File: src/rtl/tlpl_pkg.sv
// Shared types and constants for the trie longest-prefix lookup unit.
// No dependencies; imported by every module of the block.
package tlpl_pkg;

    localparam int IDX_W       = 20;
    localparam int CNT_W       = 21;
    localparam int NET_W       = 32;
    localparam int NETIDX_W    = 31;
    localparam int ADDR_W      = 128;
    localparam int BYTES_W     = 5;
    localparam int BITS_W      = 8;
    localparam int NODE_DEPTH  = 1 << IDX_W;
    localparam int MAX_BYTES   = ADDR_W / 8;

    localparam int S_TDATA_W   = 248;
    localparam int M_TDATA_W   = 40;

    localparam logic [0:0] CMD_WRITE  = 1'b0;
    localparam logic [0:0] CMD_LOOKUP = 1'b1;

    typedef struct packed {
        logic [NET_W-1:0] net;
        logic [IDX_W-1:0] right;
        logic [IDX_W-1:0] left;
    } node_t;

    typedef struct packed {
        logic load;
        logic rd_start;
        logic step;
        logic apply;
        logic set_oor;
        logic load_out;
    } dp_cmd_t;

    typedef struct packed {
        logic empty;
        logic start_ok;
        logic child_ok;
        logic walk_end;
    } dp_status_t;

endpackage

File: src/rtl/tlpl_ctrl.sv
// Controller state machine of the lookup walk and the output valid flag.
// Depends on tlpl_pkg; drives the datapath through dp_cmd_t.
module tlpl_ctrl
    import tlpl_pkg::*;
(
    input  logic       clk,
    input  logic       rst_n,
    input  logic       in_valid,
    input  logic       in_lookup,
    output logic       in_ready,
    output logic       out_valid,
    input  logic       out_ready,
    input  dp_status_t status,
    output dp_cmd_t    cmd
);

    typedef enum logic [4:0] {
        ST_IDLE   = 5'b00001,
        ST_START  = 5'b00010,
        ST_PICK   = 5'b00100,
        ST_APPLY  = 5'b01000,
        ST_FINISH = 5'b10000
    } state_t;

    state_t state_reg;
    state_t state_next;
    logic   out_valid_reg;
    logic   out_valid_next;

    always_comb
    begin
        state_next = state_reg;
        cmd        = '0;
        case (state_reg)
            ST_IDLE:
            begin
                if (in_valid && in_lookup)
                begin
                    cmd.load   = 1'b1;
                    state_next = ST_START;
                end
            end
            ST_START:
            begin
                if (status.empty)
                begin
                    state_next = ST_FINISH;
                end
                else if (!status.start_ok)
                begin
                    cmd.set_oor = 1'b1;
                    state_next  = ST_FINISH;
                end
                else
                begin
                    cmd.rd_start = 1'b1;
                    state_next   = ST_PICK;
                end
            end
            ST_PICK:
            begin
                if (!status.child_ok)
                begin
                    cmd.set_oor = 1'b1;
                    state_next  = ST_FINISH;
                end
                else
                begin
                    cmd.step   = 1'b1;
                    state_next = ST_APPLY;
                end
            end
            ST_APPLY:
            begin
                cmd.apply = 1'b1;
                if (status.walk_end)
                begin
                    state_next = ST_FINISH;
                end
                else if (!status.child_ok)
                begin
                    cmd.set_oor = 1'b1;
                    state_next  = ST_FINISH;
                end
                else
                begin
                    cmd.step = 1'b1;
                end
            end
            ST_FINISH:
            begin
                if (!out_valid_reg || out_ready)
                begin
                    cmd.load_out = 1'b1;
                    state_next   = ST_IDLE;
                end
            end
            default:
            begin
                state_next = ST_IDLE;
            end
        endcase
    end

    always_comb
    begin
        out_valid_next = out_valid_reg;
        if (cmd.load_out)
        begin
            out_valid_next = 1'b1;
        end
        else if (out_ready)
        begin
            out_valid_next = 1'b0;
        end
    end

    always_ff @(posedge clk or negedge rst_n)
    begin
        if (!rst_n)
        begin
            state_reg     <= ST_IDLE;
            out_valid_reg <= 1'b0;
        end
        else
        begin
            state_reg     <= state_next;
            out_valid_reg <= out_valid_next;
        end
    end

    assign in_ready  = (state_reg == ST_IDLE);
    assign out_valid = out_valid_reg;

endmodule

File: config.mk
export PLATFORM = sky130hd
export DESIGN_NAME = tlpl_ctrl
export DESIGN_NICKNAME = d
export VERILOG_FILES = /design/src/rtl/tlpl_pkg.sv /design/src/rtl/tlpl_ctrl.sv
export SDC_FILE = /design/constraint.sdc
export NUM_CORES = 1
export LEC_CHECK = 0
export ABC_AREA = 1
export BUFFER_PORTS_ARGS = -buffer_cell sky130_fd_sc_hd__buf_2
export CORE_AREA = 5 5 42 44
export CTS_BUF_LIST = sky130_fd_sc_hd__clkbuf_8
export CTS_CLUSTER_SIZE = 40
export DETAILED_ROUTE_END_ITERATION = 8
export DIE_AREA = 0 0 47 49
export MAX_ROUTING_LAYER = met4
export PLACE_DENSITY_LB_ADDON = 0.3
export SLEW_MARGIN = 5
export SYNTH_ARGS = -nofsm -noshare
export SYNTH_HDL_FRONTEND = slang
export SYNTH_SLANG_ARGS = --single-unit
export TNS_END_PERCENT = 30
File: constraint.sdc
create_clock -name clk -period 1.5 [get_ports clk]
set_input_delay 0.15 -clock clk [delete_from_list [all_inputs] [get_ports clk]]
set_output_delay 0.15 -clock clk [all_outputs]
set_load 0.02 [all_outputs]
# Word-level counts from Yosys, hierarchy flattened
# Index checks and enable logic that the tools add are counted.
# W data, S select, Z words.
[totals]
reg_bits = 6
word_cells = 41
in_bits = 9
output_inout_bits = 8
[classes]
eq_ne = 8
muxes = 26
reduce_logical = 5
[op_table]
columns = ["cell", "count"]
rows = [
  ["$mux W5", 7],
  ["$pmux W5 S5", 1],
  ["$mux W1", 16],
  ["$eq A5 B1 Y1 const B", 1],
  ["$eq A5 B2 Y1 const B", 1],
  ["$eq A5 B3 Y1 const B", 1],
  ["$eq A5 B4 Y1 const B", 1],
  ["$eq A5 B5 Y1 const B", 1],
  ["$ne A3 B3 Y1 const B", 1],
  ["$pmux W1 S3", 1],
  ["$reduce_and A3 Y1", 1],
  ["$ne A2 B1 Y1 const B", 1],
  ["$ne A2 B2 Y1 const B", 1],
  ["$pmux W1 S2", 1],
  ["$reduce_bool A2 Y1", 1],
  ["$logic_and A1 B1 Y1", 1],
  ["$logic_not A1 Y1", 1],
  ["$logic_or A1 B1 Y1", 1],
]

# Longest topological paths before layout
[logic_depth]
ltp_word = 5
depth_mapped = 8
depth_no_buf = 8

# Worst setup path before layout
# Ideal clock, no wire load.
[synth_path]
path_type = "reg2out"
startpoint = "reg state_reg[0]"
endpoint = "out cmd[5] (netlist bit)"
path_slack_ps = 161
stages_incl_launch_ff = 5
required_ps = 1350
arrival_ps = 1189
path_cell_list = "dfstp_2 nand3b_1 nor2_4 inv_2 nor2_1"
[synth_lines]
columns = ["item", "line_no", "rtl"]
rows = [
  ["start, declared", "tlpl_ctrl.sv:25", "state_t state_reg;"],
  ["start signal, assigned", "tlpl_ctrl.sv:127", "state_reg <= state_next;"],
  ["end, declared", "tlpl_ctrl.sv:14", "output dp_cmd_t cmd"],
]

==> impl_metrics.tcl <==
set metrics [dict create \
    fin_nets 99 \
    p_leak_uw 0.000364 \
    grt_max_degree 7 \
    ys_types 16 \
    antenna_found_initial 0 \
    worst_pin_slew_ns 0.178 \
    gr-total-overflow 0 \
    fp.dieW_um 47 \
    r2r_cells 7 \
    critPathKind "flip-flop to output port" \
    ys_ff_latch 6 \
    cts-root-buf "clkbuf_8" \
    yosysWarnings 0 \
    grt_setup_unrepaired "yes" \
    coreArea_mm2 0.00140 \
    min_from "status[1]" \
    yosysTopAreaCell "dfrtp_1" \
    cp_max_fo 3 \
    cts_buffer_depth 2 \
    synthesis.nets 76 \
    slew-limit-headroom 0.881 \
    h-tree-depth 1 \
    synth_top_area_frac 0.259 \
    pre_cts_slack_ns 0.170 \
    reg2reg_from "state_reg[3]$_DFFE_PN0P_" \
    cp.arrival_ns 1.34 \
    drt_iter0_drc 3 \
    fin_area_um2 661 \
    die_h_um 49 \
    vias 470 \
    clk_pin_slew_worst_paths_ns 0.04 \
    antenna_left 0 \
    place_area_um2 576 \
    grtUsageTotal 0.118 \
    holdPathStages 3 \
    finalMaxSlewViolations 0 \
    power_per_cell_area_mw_per_mm2 1420 \
    via_per_inst 4.48 \
    drt_pass1_iterations 2 \
    startpoint_type "flip-flop" \
    numClockSinks 6 \
    hold_path_class "primary input to flip-flop" \
    syn_inst 67 \
    drt-wirelength-per-cell_um 10.4 \
    start_util 0.345 \
    insertedDiodeCount 0 \
    dp_hpwl_um 843 \
    outcome "complete, no violations" \
    hold_viol 0 \
    setup_viol 0 \
    portBuffers 16 \
    grt_pass1_wl_um 1910 \
    critical_path_required_ns 1.35 \
    cts_tree "done" \
    rows 14 \
    ir_worst_vdd_mv 0.610 \
    cp-end-kind "output port" \
    setup_slack_ns 0.0105 \
    io_pins 17 \
    cts_inserted_buffers 3 \
    avgSynthCellArea_um2 7.21 \
    syn_to_final_growth_pct 36.8 \
    drive_gt1_frac 0.449 \
    drc_errors 0 \
    worstSetupStartpoint "state_reg[3]$_DFFE_PN0P_" \
    die-area_mm2 0.00230 \
    clock_skew_ns 0.00192 \
    drv_cap 0 \
    r2r_slack_ns 0.28 \
    synth_area_um2 483 \
    largest_reg_flops 5 \
    ys_seq_area_frac 0.313 \
    fin_crit_ns 1.49 \
    synthTopCellsByArea "dfrtp_1 26%, nor2_4 14%, nand2_1 11%" \
    wl_um 1090 \
    grt_pass1_vias 483 \
    gp_congestion 0.867 \
    insertion_delay_ns 0.22 \
    period_share 0.993 \
    fmaxAchievable_mhz 671 \
]
-- synth_stat cells, drive strengths merged --
cell type and count:
inv 12, buf 1, nand2 17, nor3 1, dfstp 1, nor2 20
nand4 2, dfrtp 5, a21oi 1, o211ai 1, nand3 3, nand3b 3
-- power by group --
group | leakage (uW) | switching, uW | internal [uW]
logic | 0.000260 | 273 | 161
clock network | 0.0000269 | 72.7 | 176
registers | 0.0000771 | 42.6 | 210
-- per-stage QoR --
| stage | hold WS, ns | std cells | utilization | total power [uW] | TNS [ns] |
|---|---|---|---|---|---|
| after CTS | 0.176 | 104 | 0.460 | 941 | -0.00758 |
| after detailed placement | -0.0185 | 98 | 0.411 | 674 | 0 |
| after global placement | -0.0192 | 98 | 0.411 | 671 | 0 |
| after global routing | 0.206 | 105 | 0.471 | 1010 | -0.250 |
| after floorplan | -0.146 | 67 | - | 579 | 0 |
| final | 0.179 | 105 | 0.471 | 935 | 0 |
-- area by class of cell --
| class | count | area, um2 |
|---|---|---|
| clock buffer | 3 | 41.3 |
| clock inverter | 1 | 3.75 |
| fill | 158 | 741 |
| inverter | 12 | 45.0 |
| multi-input combinational | 48 | 279 |
| sequential | 6 | 153 |
| tap | 16 | 20.0 |
| timing repair buffer | 19 | 119 |
-- placed cells by master (no fill, tap or decap), types with 2 or more instances in the layout --
cell type,instances
buf_4,5
nor2_1,14
nor2_4,6
dfrtp_1,4
clkbuf_8,3
nand4_1,2
nand2_2,3
buf_2,12
inv_2,4
nand3_2,2
nand3b_1,3
nand2_1,14
inv_1,9
-- worst max-delay path, stage by stage (launching register included) --
cell      delay [ns]
dfrtp_2         0.42
nor2_4          0.15
nand2_2         0.08
nor2_4          0.10
nand2_2         0.08
o211ai_2        0.15
buf_6           0.14
-- worst paths after layout --
check,endpoint
worst max register to register,state_reg[4]$_DFFE_PN0P_
worst max-delay path,cmd[1]
worst min-delay path,state_reg[3]$_DFFE_PN0P_
worst min register to register,out_valid$_DFFE_PN0P_
min in group asynchronous,state_reg[2]$_DFFE_PN0P_
max in group asynchronous,state_reg[0]$_DFFE_PN1P_
-- per-layer routing --
layer / routed length [um] / track usage / up-vias / part of all wire
met5: 0 / - / - / 0
met4: 38 / 0.0922 / 0 / 0.035
met3: 40 / 0.0258 / 4 / 0.037
met2: 563 / 0.183 / 7 / 0.52
met1: 449 / 0.123 / 210 / 0.41
li1: - / - / 249 / -
-- timing repair --
item                                    4_1_cts  5_1_grt
endpoints found under the hold margin         6        0
endpoints found under the setup margin        3        5
cloned                                        0        0
pin swaps                                     1        1
setup buffers                                 1        1
hold buffers                                  1        0
resized for setup                             3        4
-- cells by family after synthesis --
kind of cell           after synthesis  share of synthesized area
AO/OA/AOI/OAI                        2                     0.0363
buffers and inverters               13                      0.109
AND/OR/NAND/NOR                     46                      0.541
flip-flops                           6                      0.313
(Power assumes the default switching activity.)
