File: src/rtl/tlpl_pkg.sv
// Shared types and constants for the trie longest-prefix lookup unit.
// No dependencies; imported by every module of the block.
package tlpl_pkg;

    localparam int IDX_W       = 20;
    localparam int CNT_W       = 21;
    localparam int NET_W       = 32;
    localparam int NETIDX_W    = 31;
    localparam int ADDR_W      = 128;
    localparam int BYTES_W     = 5;
    localparam int BITS_W      = 8;
    localparam int NODE_DEPTH  = 1 << IDX_W;
    localparam int MAX_BYTES   = ADDR_W / 8;

    localparam int S_TDATA_W   = 248;
    localparam int M_TDATA_W   = 40;

    localparam logic [0:0] CMD_WRITE  = 1'b0;
    localparam logic [0:0] CMD_LOOKUP = 1'b1;

    typedef struct packed {
        logic [NET_W-1:0] net;
        logic [IDX_W-1:0] right;
        logic [IDX_W-1:0] left;
    } node_t;

    typedef struct packed {
        logic load;
        logic rd_start;
        logic step;
        logic apply;
        logic set_oor;
        logic load_out;
    } dp_cmd_t;

    typedef struct packed {
        logic empty;
        logic start_ok;
        logic child_ok;
        logic walk_end;
    } dp_status_t;

endpackage

File: src/rtl/tlpl_datapath.sv
// Datapath of the lookup walk: node pointer, address shifter, bit count and match result.
// Depends on tlpl_pkg; reads the node store through its registered read port.
module tlpl_datapath
    import tlpl_pkg::*;
(
    input  logic                clk,
    input  logic                rst_n,
    input  logic                cfg_we,
    input  logic [CNT_W-1:0]    cfg_wdata,
    input  logic [ADDR_W/2-1:0] addr_hi,
    input  logic [ADDR_W/2-1:0] addr_lo,
    input  logic [BYTES_W-1:0]  addr_bytes,
    input  logic [IDX_W-1:0]    start_node,
    input  dp_cmd_t             cmd,
    output dp_status_t          status,
    output logic                rd_en,
    output logic [IDX_W-1:0]    rd_addr,
    input  node_t               rd_data,
    output logic                out_found,
    output logic [NETIDX_W-1:0] out_net_index,
    output logic                out_oor
);

    logic [CNT_W-1:0]    node_count_reg;
    logic [IDX_W-1:0]    start_reg;
    logic [IDX_W-1:0]    cur_reg;
    logic [BITS_W-1:0]   rem_reg;
    logic [ADDR_W-1:0]   addr_reg;
    logic                found_reg;
    logic [NETIDX_W-1:0] net_reg;
    logic                oor_reg;
    logic                out_found_reg;
    logic [NETIDX_W-1:0] out_net_reg;
    logic                out_oor_reg;
    logic [IDX_W-1:0]    child;
    logic [BITS_W-1:0]   nbits;

    always_ff @(posedge clk or negedge rst_n)
    begin
        if (!rst_n)
        begin
            node_count_reg <= '0;
        end
        else if (cfg_we)
        begin
            node_count_reg <= cfg_wdata;
        end
    end

    assign nbits = (addr_bytes > BYTES_W'(MAX_BYTES)) ? BITS_W'(ADDR_W)
                                                      : {addr_bytes, 3'b000};
    assign child = addr_reg[ADDR_W-1] ? rd_data.right : rd_data.left;

    assign status.empty    = (rem_reg == '0);
    assign status.start_ok = ({1'b0, start_reg} < node_count_reg);
    assign status.child_ok = ({1'b0, child} < node_count_reg);
    assign status.walk_end = (cur_reg == '0) || (rem_reg == '0);

    assign rd_en   = cmd.rd_start || cmd.step;
    assign rd_addr = cmd.rd_start ? start_reg : child;

    always_ff @(posedge clk)
    begin
        if (cmd.load)
        begin
            start_reg <= start_node;
            addr_reg  <= {addr_hi, addr_lo};
            rem_reg   <= nbits;
            found_reg <= 1'b0;
            net_reg   <= '0;
            oor_reg   <= 1'b0;
        end
        else
        begin
            if (cmd.step)
            begin
                cur_reg  <= child;
                rem_reg  <= rem_reg - BITS_W'(1);
                addr_reg <= {addr_reg[ADDR_W-2:0], 1'b0};
            end
            if (cmd.set_oor)
            begin
                found_reg <= 1'b0;
                net_reg   <= '0;
                oor_reg   <= 1'b1;
            end
            else if (cmd.apply && !rd_data.net[NET_W-1])
            begin
                found_reg <= 1'b1;
                net_reg   <= rd_data.net[NETIDX_W-1:0];
            end
        end
    end

    always_ff @(posedge clk)
    begin
        if (cmd.load_out)
        begin
            out_found_reg <= found_reg;
            out_net_reg   <= net_reg;
            out_oor_reg   <= oor_reg;
        end
    end

    assign out_found     = out_found_reg;
    assign out_net_index = out_net_reg;
    assign out_oor       = out_oor_reg;

endmodule

File: config.mk
export PLATFORM = sky130hd
export DESIGN_NAME = tlpl_datapath
export DESIGN_NICKNAME = d
export VERILOG_FILES = /design/src/rtl/tlpl_pkg.sv /design/src/rtl/tlpl_datapath.sv
export SDC_FILE = /design/constraint.sdc
export NUM_CORES = 1
export LEC_CHECK = 0
export BUFFER_PORTS_ARGS = -buffer_cell sky130_fd_sc_hd__buf_4
export CAP_MARGIN = 15
export CORE_ASPECT_RATIO = 2
export CORE_MARGIN = 5
export CORE_UTILIZATION = 45
export CTS_CLUSTER_DIAMETER = 80
export DETAILED_ROUTE_END_ITERATION = 7
export PLACE_DENSITY = 0.72
export REMOVE_ABC_BUFFERS = 1
export SYNTH_ARGS = -nofsm -noshare
export SYNTH_HDL_FRONTEND = slang
export SYNTH_SLANG_ARGS = --single-unit
export TNS_END_PERCENT = 5
File: constraint.sdc
create_clock -name clk -period 3.1 [get_ports clk]
set_input_delay 0.465 -clock clk [delete_from_list [all_inputs] [get_ports clk]]
set_output_delay 0.465 -clock clk [all_outputs]
set_load 0.1 [all_outputs]
* After elaboration in Yosys (flattened, before gate mapping)
Index checks and enable logic that the tools add are counted.
W data, S select, Z words.
** Word-level totals
- ROM bits :: 0
- Bits in writable memories :: 0
- Input bits :: 255
- Bits in latches :: 0
- Memories :: 0
- Output and inout port bits :: 58
- Bits in registers :: 263
** Operators by class
- $lt $le $gt $ge :: 3
- Muxes and demuxes :: 7
- Bitwise logic cells :: 1
- Div/mod/pow operators :: 0
- Equality and inequality tests :: 0
- Shifts and indexed selects :: 0
- Add/subtract/negate cells :: 1
- $mul :: 0
- Reductions and logical operators :: 9
** Operators by type and width (number)
- $mux W128 :: 2
- $lt A20 B21 Y1 :: 2
- $mux W20 :: 2
- $mux W8 :: 3
- $logic_not A20 Y1 :: 1
- $logic_not A8 Y1 :: 1
- $sub A8 B1 Y8 const B :: 1
- $gt A5 B5 Y1 const B :: 1
- $logic_or A1 B1 Y1 :: 2
- $reduce_and A2 Y1 :: 1
- $reduce_bool A2 Y1 :: 1
- $reduce_or A2 Y1 :: 1
- $logic_and A1 B1 Y1 :: 1
- $logic_not A1 Y1 :: 1
- $not A1 Y1 :: 1

* Logic depth before layout (Yosys ltp)
Gate-level depths: netlist of run 1.
- Word-level depth :: 3
- Mapped depth :: 9

* Worst setup path before layout of run 1
No wires, ideal clock.
- Path type :: register to output
- Start point :: register rem_reg[0]
- End point :: output port status[0] (netlist bit)
- Cell stages (with the launch flop) :: 6
- Data required time :: 2.635 ns
- Setup slack :: -1.211 ns
- Buffers on the path :: 0
- Arrival time :: 3.846 ns
- Cells stage by stage :: edfxtp_1 inv_1 ha_1 nand4bb_1 nor3_1 o21bai_1
** RTL lines
- start, declared :: RTL line tlpl_datapath.sv:27 : logic [BITS_W-1:0] rem_reg;
- start signal, assigned :: RTL line tlpl_datapath.sv:68 : rem_reg <= nbits;
- start signal, assigned :: RTL line tlpl_datapath.sv:78 : rem_reg <= rem_reg - BITS_W'(1);
- end, declared :: RTL line tlpl_datapath.sv:15 : output dp_status_t status,

==> flow_metrics.env, run 1 <==
export IMPL_status="finished, violations left"
export IMPL_violations="negative setup slack"
export IMPL_ys_seq_elements=263
export IMPL_p_switching_mw=2.283
export IMPL_reg2reg_from="rem_reg[0]$_SDFFCE_PP0P_"
export IMPL_dieArea_um2=28470
export IMPL_ctsLongestPathBuffers=3
export IMPL_ys_seq_area_frac=0.6629
export IMPL_worstPathRequired_ps=2630
export IMPL_area_growth_pct=33.57
export IMPL_ant_nets=0
export IMPL_h_tree_depth=1
export IMPL_setup_violations_final=1
export IMPL_netlist_instances=759
export IMPL_drv_cap=0
export IMPL_worstPathArrival_ps=3050
export IMPL_ios=313
export IMPL_sw_frac_of_total=0.2540
export IMPL_layout_setup_ws_ps=-416.5
export IMPL_pwr_share_seq=0.474
export IMPL_first_iter_violations=294
export IMPL_postPlaceCellArea_um2=14080
export IMPL_grt_pass1_vias=7673
export IMPL_yosys_warnings=0
export IMPL_start_kind="flop"
export IMPL_drv_slew=0
export IMPL_drtPass1Iterations=4
export IMPL_grt_max_degree=68
export IMPL_cp_end_kind="primary output"
export IMPL_fin_area_um2=15040
export IMPL_grtUsageTotal=0.1943
export IMPL_largest_reg_flops=128
export IMPL_path_clk_slew_ps=70
export IMPL_dpl_worst_slack_ps=-27.46
export IMPL_numCtsBuffers=23
export IMPL_leakage_nw=6.142
export IMPL_grt_pass1_wl_um=41990
export IMPL_netlist_top_cells_area="edfxtp_1 (56%), mux2_2 (15%), dfxtp_1 (5.9%)"
export IMPL_antenna_found_initial=1
export IMPL_hold_worst_slack_ps=119.8
export IMPL_vias=7290
export IMPL_period_needed_ps=3517
export IMPL_avgSynthCellArea_um2=14.83
export IMPL_p_int_mw=6.705
export IMPL_pwr_share_comb=0.174
export IMPL_r2r_end="rem_reg[7]$_DFFE_PP_"
export IMPL_p_clk_frac=0.352
export IMPL_io_buffer_count=312
export IMPL_synth_area_um2=11260
export IMPL_clock_fmax_mhz=284.4
export IMPL_finalCritPeriodShare=1.134
export IMPL_cp_max_fo=6
export IMPL_grt_ovfl_total=0
export IMPL_yosysUniqueCellTypes=45
export IMPL_dp_cells=1393
export IMPL_cts_sinks=263
export IMPL_dieWidth_um=121.8
export IMPL_core_um2=24930
export IMPL_clk_latency_ps=520
export IMPL_rsz0062_at_grt="true"
export IMPL_synth_area_leader_cell="edfxtp_1"
export IMPL_cellPowerDensity_nw_per_um2=597.7
export IMPL_maxSlewHeadroom=0.4718
export IMPL_hold_viol_final=0
export IMPL_initial_utilization=0.4515
export IMPL_min_path_type="primary input to flop"
export IMPL_post_synth_top_area_fraction=0.5575
export IMPL_crit_end="status[1]"
export IMPL_clock_root_buffer="clkbuf_16"
export IMPL_hp_start="start_node[17]"
export IMPL_rrSetupSlack_ps=1480
export IMPL_die_height_um=233.7
export IMPL_worstSetupPathType="flop to primary output"
export IMPL_rows=82
export IMPL_drc=0
export IMPL_finalNetCount=1380
export IMPL_ir_worst_vdd_v=0.0005635
export IMPL_avgViaCountPerCell=5.066
export IMPL_wire_per_inst_um=19.79
export IMPL_fin_cells=1439
export IMPL_tightest_slew_ps=785.1
export IMPL_cts_tree="done"
export IMPL_drive_above_1_share=0.4882
export IMPL_crit_start="addr_reg[127]$_DFFE_PP_"
export IMPL_finalClockSkew_ps=10.62
export IMPL_ff2ff_path_depth=5
export IMPL_routabilityCongestion=0.8938
export IMPL_dpl_hpwl_um=21520
export IMPL_routed_wl_um=28480
worst min path at each step:
stage                                endpoint  slack, ps  depth (start not counted)
2_1_floorplan   node_count_reg[0]$_DFFE_PN0P_        170                          0
3_3_place_gp   node_count_reg[11]$_DFFE_PN0P_        380                          1
3_5_place_dp   node_count_reg[11]$_DFFE_PN0P_        390                          1
4_1_cts               start_reg[18]$_DFFE_PP_         90                          1
5_1_grt               start_reg[18]$_DFFE_PP_         90                          1
6_report              start_reg[17]$_DFFE_PP_        120                          1
worst max-delay path, stage by stage (launching register included):
cell	delay [ps]
edfxtp_1	430
buf_6	170
mux2_4	320
ha_4	170
or3b_4	400
o2111a_1	260
a211oi_2	210
o31ai_2	120
a31oi_1	190
buf_6	260
placed cells by master, fill, tap and decap left out, drive strengths merged, types with 2 or more instances in the layout:
| cell type | instances |
|---|---|
| a211o | 2 |
| a21o | 5 |
| a21oi | 41 |
| a221oi | 2 |
| a31oi | 2 |
| and2 | 2 |
| and3 | 2 |
| and4 | 2 |
| buf | 336 |
| bufinv | 5 |
| clkbuf | 29 |
| clkinv | 6 |
| dfrtp | 21 |
| dfxtp | 33 |
| edfxtp | 209 |
| ha | 39 |
| inv | 22 |
| mux2 | 169 |
| nand2 | 91 |
| nand2b | 2 |
| nand3 | 3 |
| nand3b | 4 |
| nor2 | 12 |
| nor2b | 3 |
| nor3 | 4 |
| nor4 | 5 |
| o21ai | 31 |
| or2 | 3 |
| xnor2 | 4 |
| xor2 | 2 |
synthesized netlist by cell type, drive strengths merged:
| cell type | n |
|---|---|
| buf | 17 |
| nor3 | 4 |
| o21ai | 31 |
| nor3b | 1 |
| mux2 | 169 |
| o2111a | 1 |
| a31oi | 2 |
| o31ai | 1 |
| clkbuf | 18 |
| nor2 | 12 |
| o211ai | 1 |
| nor2b | 3 |
| or2 | 3 |
| a221oi | 2 |
| and4b | 1 |
| nand3 | 3 |
| edfxtp | 209 |
| and3 | 2 |
| and4 | 2 |
| o2111ai | 1 |
| or3b | 1 |
| nor4 | 5 |
| o21bai | 1 |
| dfrtp | 21 |
| a211oi | 1 |
| a21o | 5 |
| nand4bb | 1 |
| a211o | 2 |
| ha | 39 |
| nand2 | 91 |
| a21oi | 41 |
| xor2 | 2 |
| dfxtp | 33 |
| nand2b | 2 |
| and2 | 2 |
| nand3b | 4 |
| inv | 21 |
| xnor2 | 4 |
metal layers:
layer,vias up,share of wire,global-route usage
met2,268,0.55,0.3702
met3,45,0.086,0.06252
met1,3512,0.32,0.1848
met5,-,0,0
met4,0,0.042,0.08696
li1,3465,-,-
area by class of cell:
class | instances | area [µm²]
Clock buffer | 29 | 640.6
Timing Repair Buffer | 337 | 2597
Fill cell | 1997 | 9896
Multi-Input combinational cell | 440 | 3645
Antenna cell | 1 | 2.502
Clock inverter | 12 | 188.9
Sequential cell | 263 | 7462
Tap cell | 336 | 420.4
Inverter | 21 | 78.83
power groups by stage:
stage	logic [mW]	registers (mW)	clock network, mW
6_report	1.57	4.26	3.16
5_1_grt	1.68	4.28	3.39
4_1_cts	1.58	4.26	3.26
3_5_place_dp	1.53	4.34	0
3_3_place_gp	1.51	4.33	0
2_1_floorplan	0.785	4.45	0
kinds of logic after synthesis:
group	after synthesis	synth area share
adders and majority gates	39	0.04335
xor gates and xnor gates	6	0.004668
buffers and inverters	56	0.02045
muxes	169	0.1694
DFF	263	0.6629
and+or+nand+nor	137	0.05468
AOI/OAI and AO/OA	89	0.04457
what timing repair did:
action,CTS,global route
setup endpoints to repair,2,1
resized for setup,19,2
setup buffers,2,0
pin swaps,5,0
gates cloned,1,0
endpoints found under the hold margin,21,0
hold buffers,1,0
stage by stage:
step,setup TNS (ps),power (mW),util
after global placement,-2.091,5.836,0.5649
final,-416.5,8.987,0.6031
after detailed placement,-27.46,5.868,0.5649
after CTS,-427.2,9.097,0.6025
after floorplan,-2848,5.230,-
after global routing,-519.6,9.349,0.6031
No activity file was read; power rests on OpenSTA's default activity.
==> run 2: changes to the inputs <==
--- a/config.mk
+++ b/config.mk
@@ -13,7 +13,6 @@
 export CTS_CLUSTER_DIAMETER = 80
 export DETAILED_ROUTE_END_ITERATION = 7
 export PLACE_DENSITY = 0.72
-export REMOVE_ABC_BUFFERS = 1
 export SYNTH_ARGS = -nofsm -noshare
 export SYNTH_HDL_FRONTEND = slang
 export SYNTH_SLANG_ARGS = --single-unit
==> flow_metrics.env, run 2 (synthesized netlist as in run 1, its figures left out) <==
export IMPL_cts_tree="done"
export IMPL_hold_worst_slack_ps=103.1
export IMPL_min_path_type="primary input to flop"
export IMPL_worstPathArrival_ps=3090
export IMPL_route_met2_wl_um=16600
export IMPL_core_um2=24930
export IMPL_cellPowerDensity_nw_per_um2=595.1
export IMPL_h_tree_depth=1
export IMPL_drive_above_1_share=0.4896
export IMPL_area_growth_pct=34.12
export IMPL_first_iter_violations=416
export IMPL_layout_setup_ws_ps=-456.4
export IMPL_drv_cap=0
export IMPL_grt_pass1_vias=7681
export IMPL_met3WireLength_um=1768
export IMPL_largest_reg_flops=128
export IMPL_critical_path_buf_inv_count=3
export IMPL_dieArea_um2=28470
export IMPL_initial_utilization=0.4515
export IMPL_rsz0062_at_grt="true"
export IMPL_setup_violations_final=1
export IMPL_violations="negative setup slack"
export IMPL_status="finished, violations left"
export IMPL_whs_path_depth=1
export IMPL_postLayoutCoreUtil=0.6056
export IMPL_clock_fmax_mhz=281.2
export IMPL_path_clk_slew_ps=70
export IMPL_final_common_cell="buf_4"
export IMPL_avgViaCountPerCell=5.045
export IMPL_grtUsageTotal=0.1944
export IMPL_worstSetupPathType="flop to primary output"
export IMPL_leakage_nw=6.145
export IMPL_finalNetCount=1381
export IMPL_finalCritPeriodShare=1.147
export IMPL_vias=7280
export IMPL_ant_nets=0
export IMPL_crit_cells=10
export IMPL_ios=313
export IMPL_clk_latency_ps=530
export IMPL_cp_end_kind="primary output"
export IMPL_worstPathRequired_ps=2630
export IMPL_topRoutingLayerUsed="met4"
export IMPL_hold_viol_final=0
export IMPL_m1WireLength_um=9299
export IMPL_cts_sinks=263
export IMPL_postPlaceCellArea_um2=14150
export IMPL_fin_cells=1443
export IMPL_drtPass1Iterations=5
export IMPL_ir_worst_vdd_v=0.0005111
export IMPL_dpl_hpwl_um=21490
export IMPL_maxSlewHeadroom=0.6436
export IMPL_fin_area_um2=15100
export IMPL_antenna_found_initial=2
export IMPL_grt_ovfl_total=0
export IMPL_grt_max_degree=98
export IMPL_ctsLongestPathBuffers=3
export IMPL_total_power_mw=8.986
export IMPL_routabilityCongestion=0.8876
export IMPL_slowest_delay_ps=460
export IMPL_wire_per_inst_um=19.85
export IMPL_syn_nets=1053
export IMPL_drc=0
export IMPL_routed_wl_um=28640
export IMPL_finalClockSkew_ps=24.07
export IMPL_grt_pass1_wl_um=42160
export IMPL_io_buffer_count=312
export IMPL_period_needed_ps=3556
export IMPL_slowest_stage="edfxtp_1"
export IMPL_numCtsBuffers=25
export IMPL_clock_root_buffer="clkbuf_16"
export IMPL_die_height_um=233.7
export IMPL_start_kind="flop"
export IMPL_dieWidth_um=121.8
export IMPL_rows=82
export IMPL_ff2ff_path_depth=4
export IMPL_cpMostUsedCell="buf_12"
export IMPL_tightest_slew_ps=534.5
export IMPL_worstPathCellList="buf_6 > buf_12 > mux2_1 > ha_4 > a21oi_1 > o21ai_1 > a221oi_2 > o31ai_4 > a31oi_4 > buf_12"
export IMPL_drv_slew=0
export IMPL_cp_max_fo=12
export IMPL_critical_path_top_delay_family="compound AO/OA/AOI/OAI gates"
export IMPL_mostFrequentLayoutCells="buf_4 (326), edfxtp_1 (209), mux2_2 (148)"
export IMPL_dp_cells=1394
==> run 2: cell type report <==
cell class	instances	area, µm²
repair buffers	336	2603
fillers	2001	9833
well taps	336	420.4
clock buffers	29	640.6
inverters	21	78.83
clock inverters	16	187.7
multi-input cells	440	3701
diodes	2	5.005
flip-flops and latches	263	7462
==> run 2: worst paths after layout <==
path                                           from                        endpoint  slack, ps
max in group asynchronous                     rst_n   node_count_reg[2]$_DFFE_PN0P_       2440
min reg2reg                net_reg[29]$_SDFFE_PP0P_     out_net_index[29]$_DFFE_PP_        430
max reg2reg                 addr_reg[127]$_DFFE_PP_           cur_reg[18]$_DFFE_PP_       1520
min in group asynchronous                     rst_n  node_count_reg[10]$_DFFE_PN0P_        380
min                                  start_node[18]         start_reg[18]$_DFFE_PP_        100
max                         addr_reg[127]$_DFFE_PP_                       status[1]       -460
==> run 2: worst reg2reg max path: stages (launching register included) <==
cell and delay [ps]:
edfxtp_1 460, buf_6 170, buf_12 140, mux2_1 400, buf_4 190
==> run 2: stage by stage <==
step | TNS, ps | worst slack, ps
floorplan | -9.058 | -9.058
global placement | 0 | 14.15
detailed placement | -18.45 | -18.45
CTS | -442.9 | -442.9
global route | -591.5 | -591.5
finish | -456.4 | -456.4
==> run 2: timing repair <==
item,in CTS,in global routing
setup endpoints to repair,2,2
resized for setup,9,8
buffers inserted,1,0
endpoints found under the hold margin,21,0
hold buffers,1,0
pin swaps,1,3
==> run 2: per-layer routing <==
metal / vias to the layer above / GRT usage
met5: - / 0
met2: 228 / 0.3826
met1: 3529 / 0.1901
met4: 0 / 0.08240
met3: 49 / 0.04047
li1: 3474 / -
==> run 2: power breakdown <==
part	total (mW)	leakage [nW]	internal, mW	switching (mW)
registers	4.26	2.64	4.16	0.101
clock network	3.15	0.406	1.82	1.32
logic	1.58	3.10	0.670	0.912
total	8.99	6.15	6.65	2.34
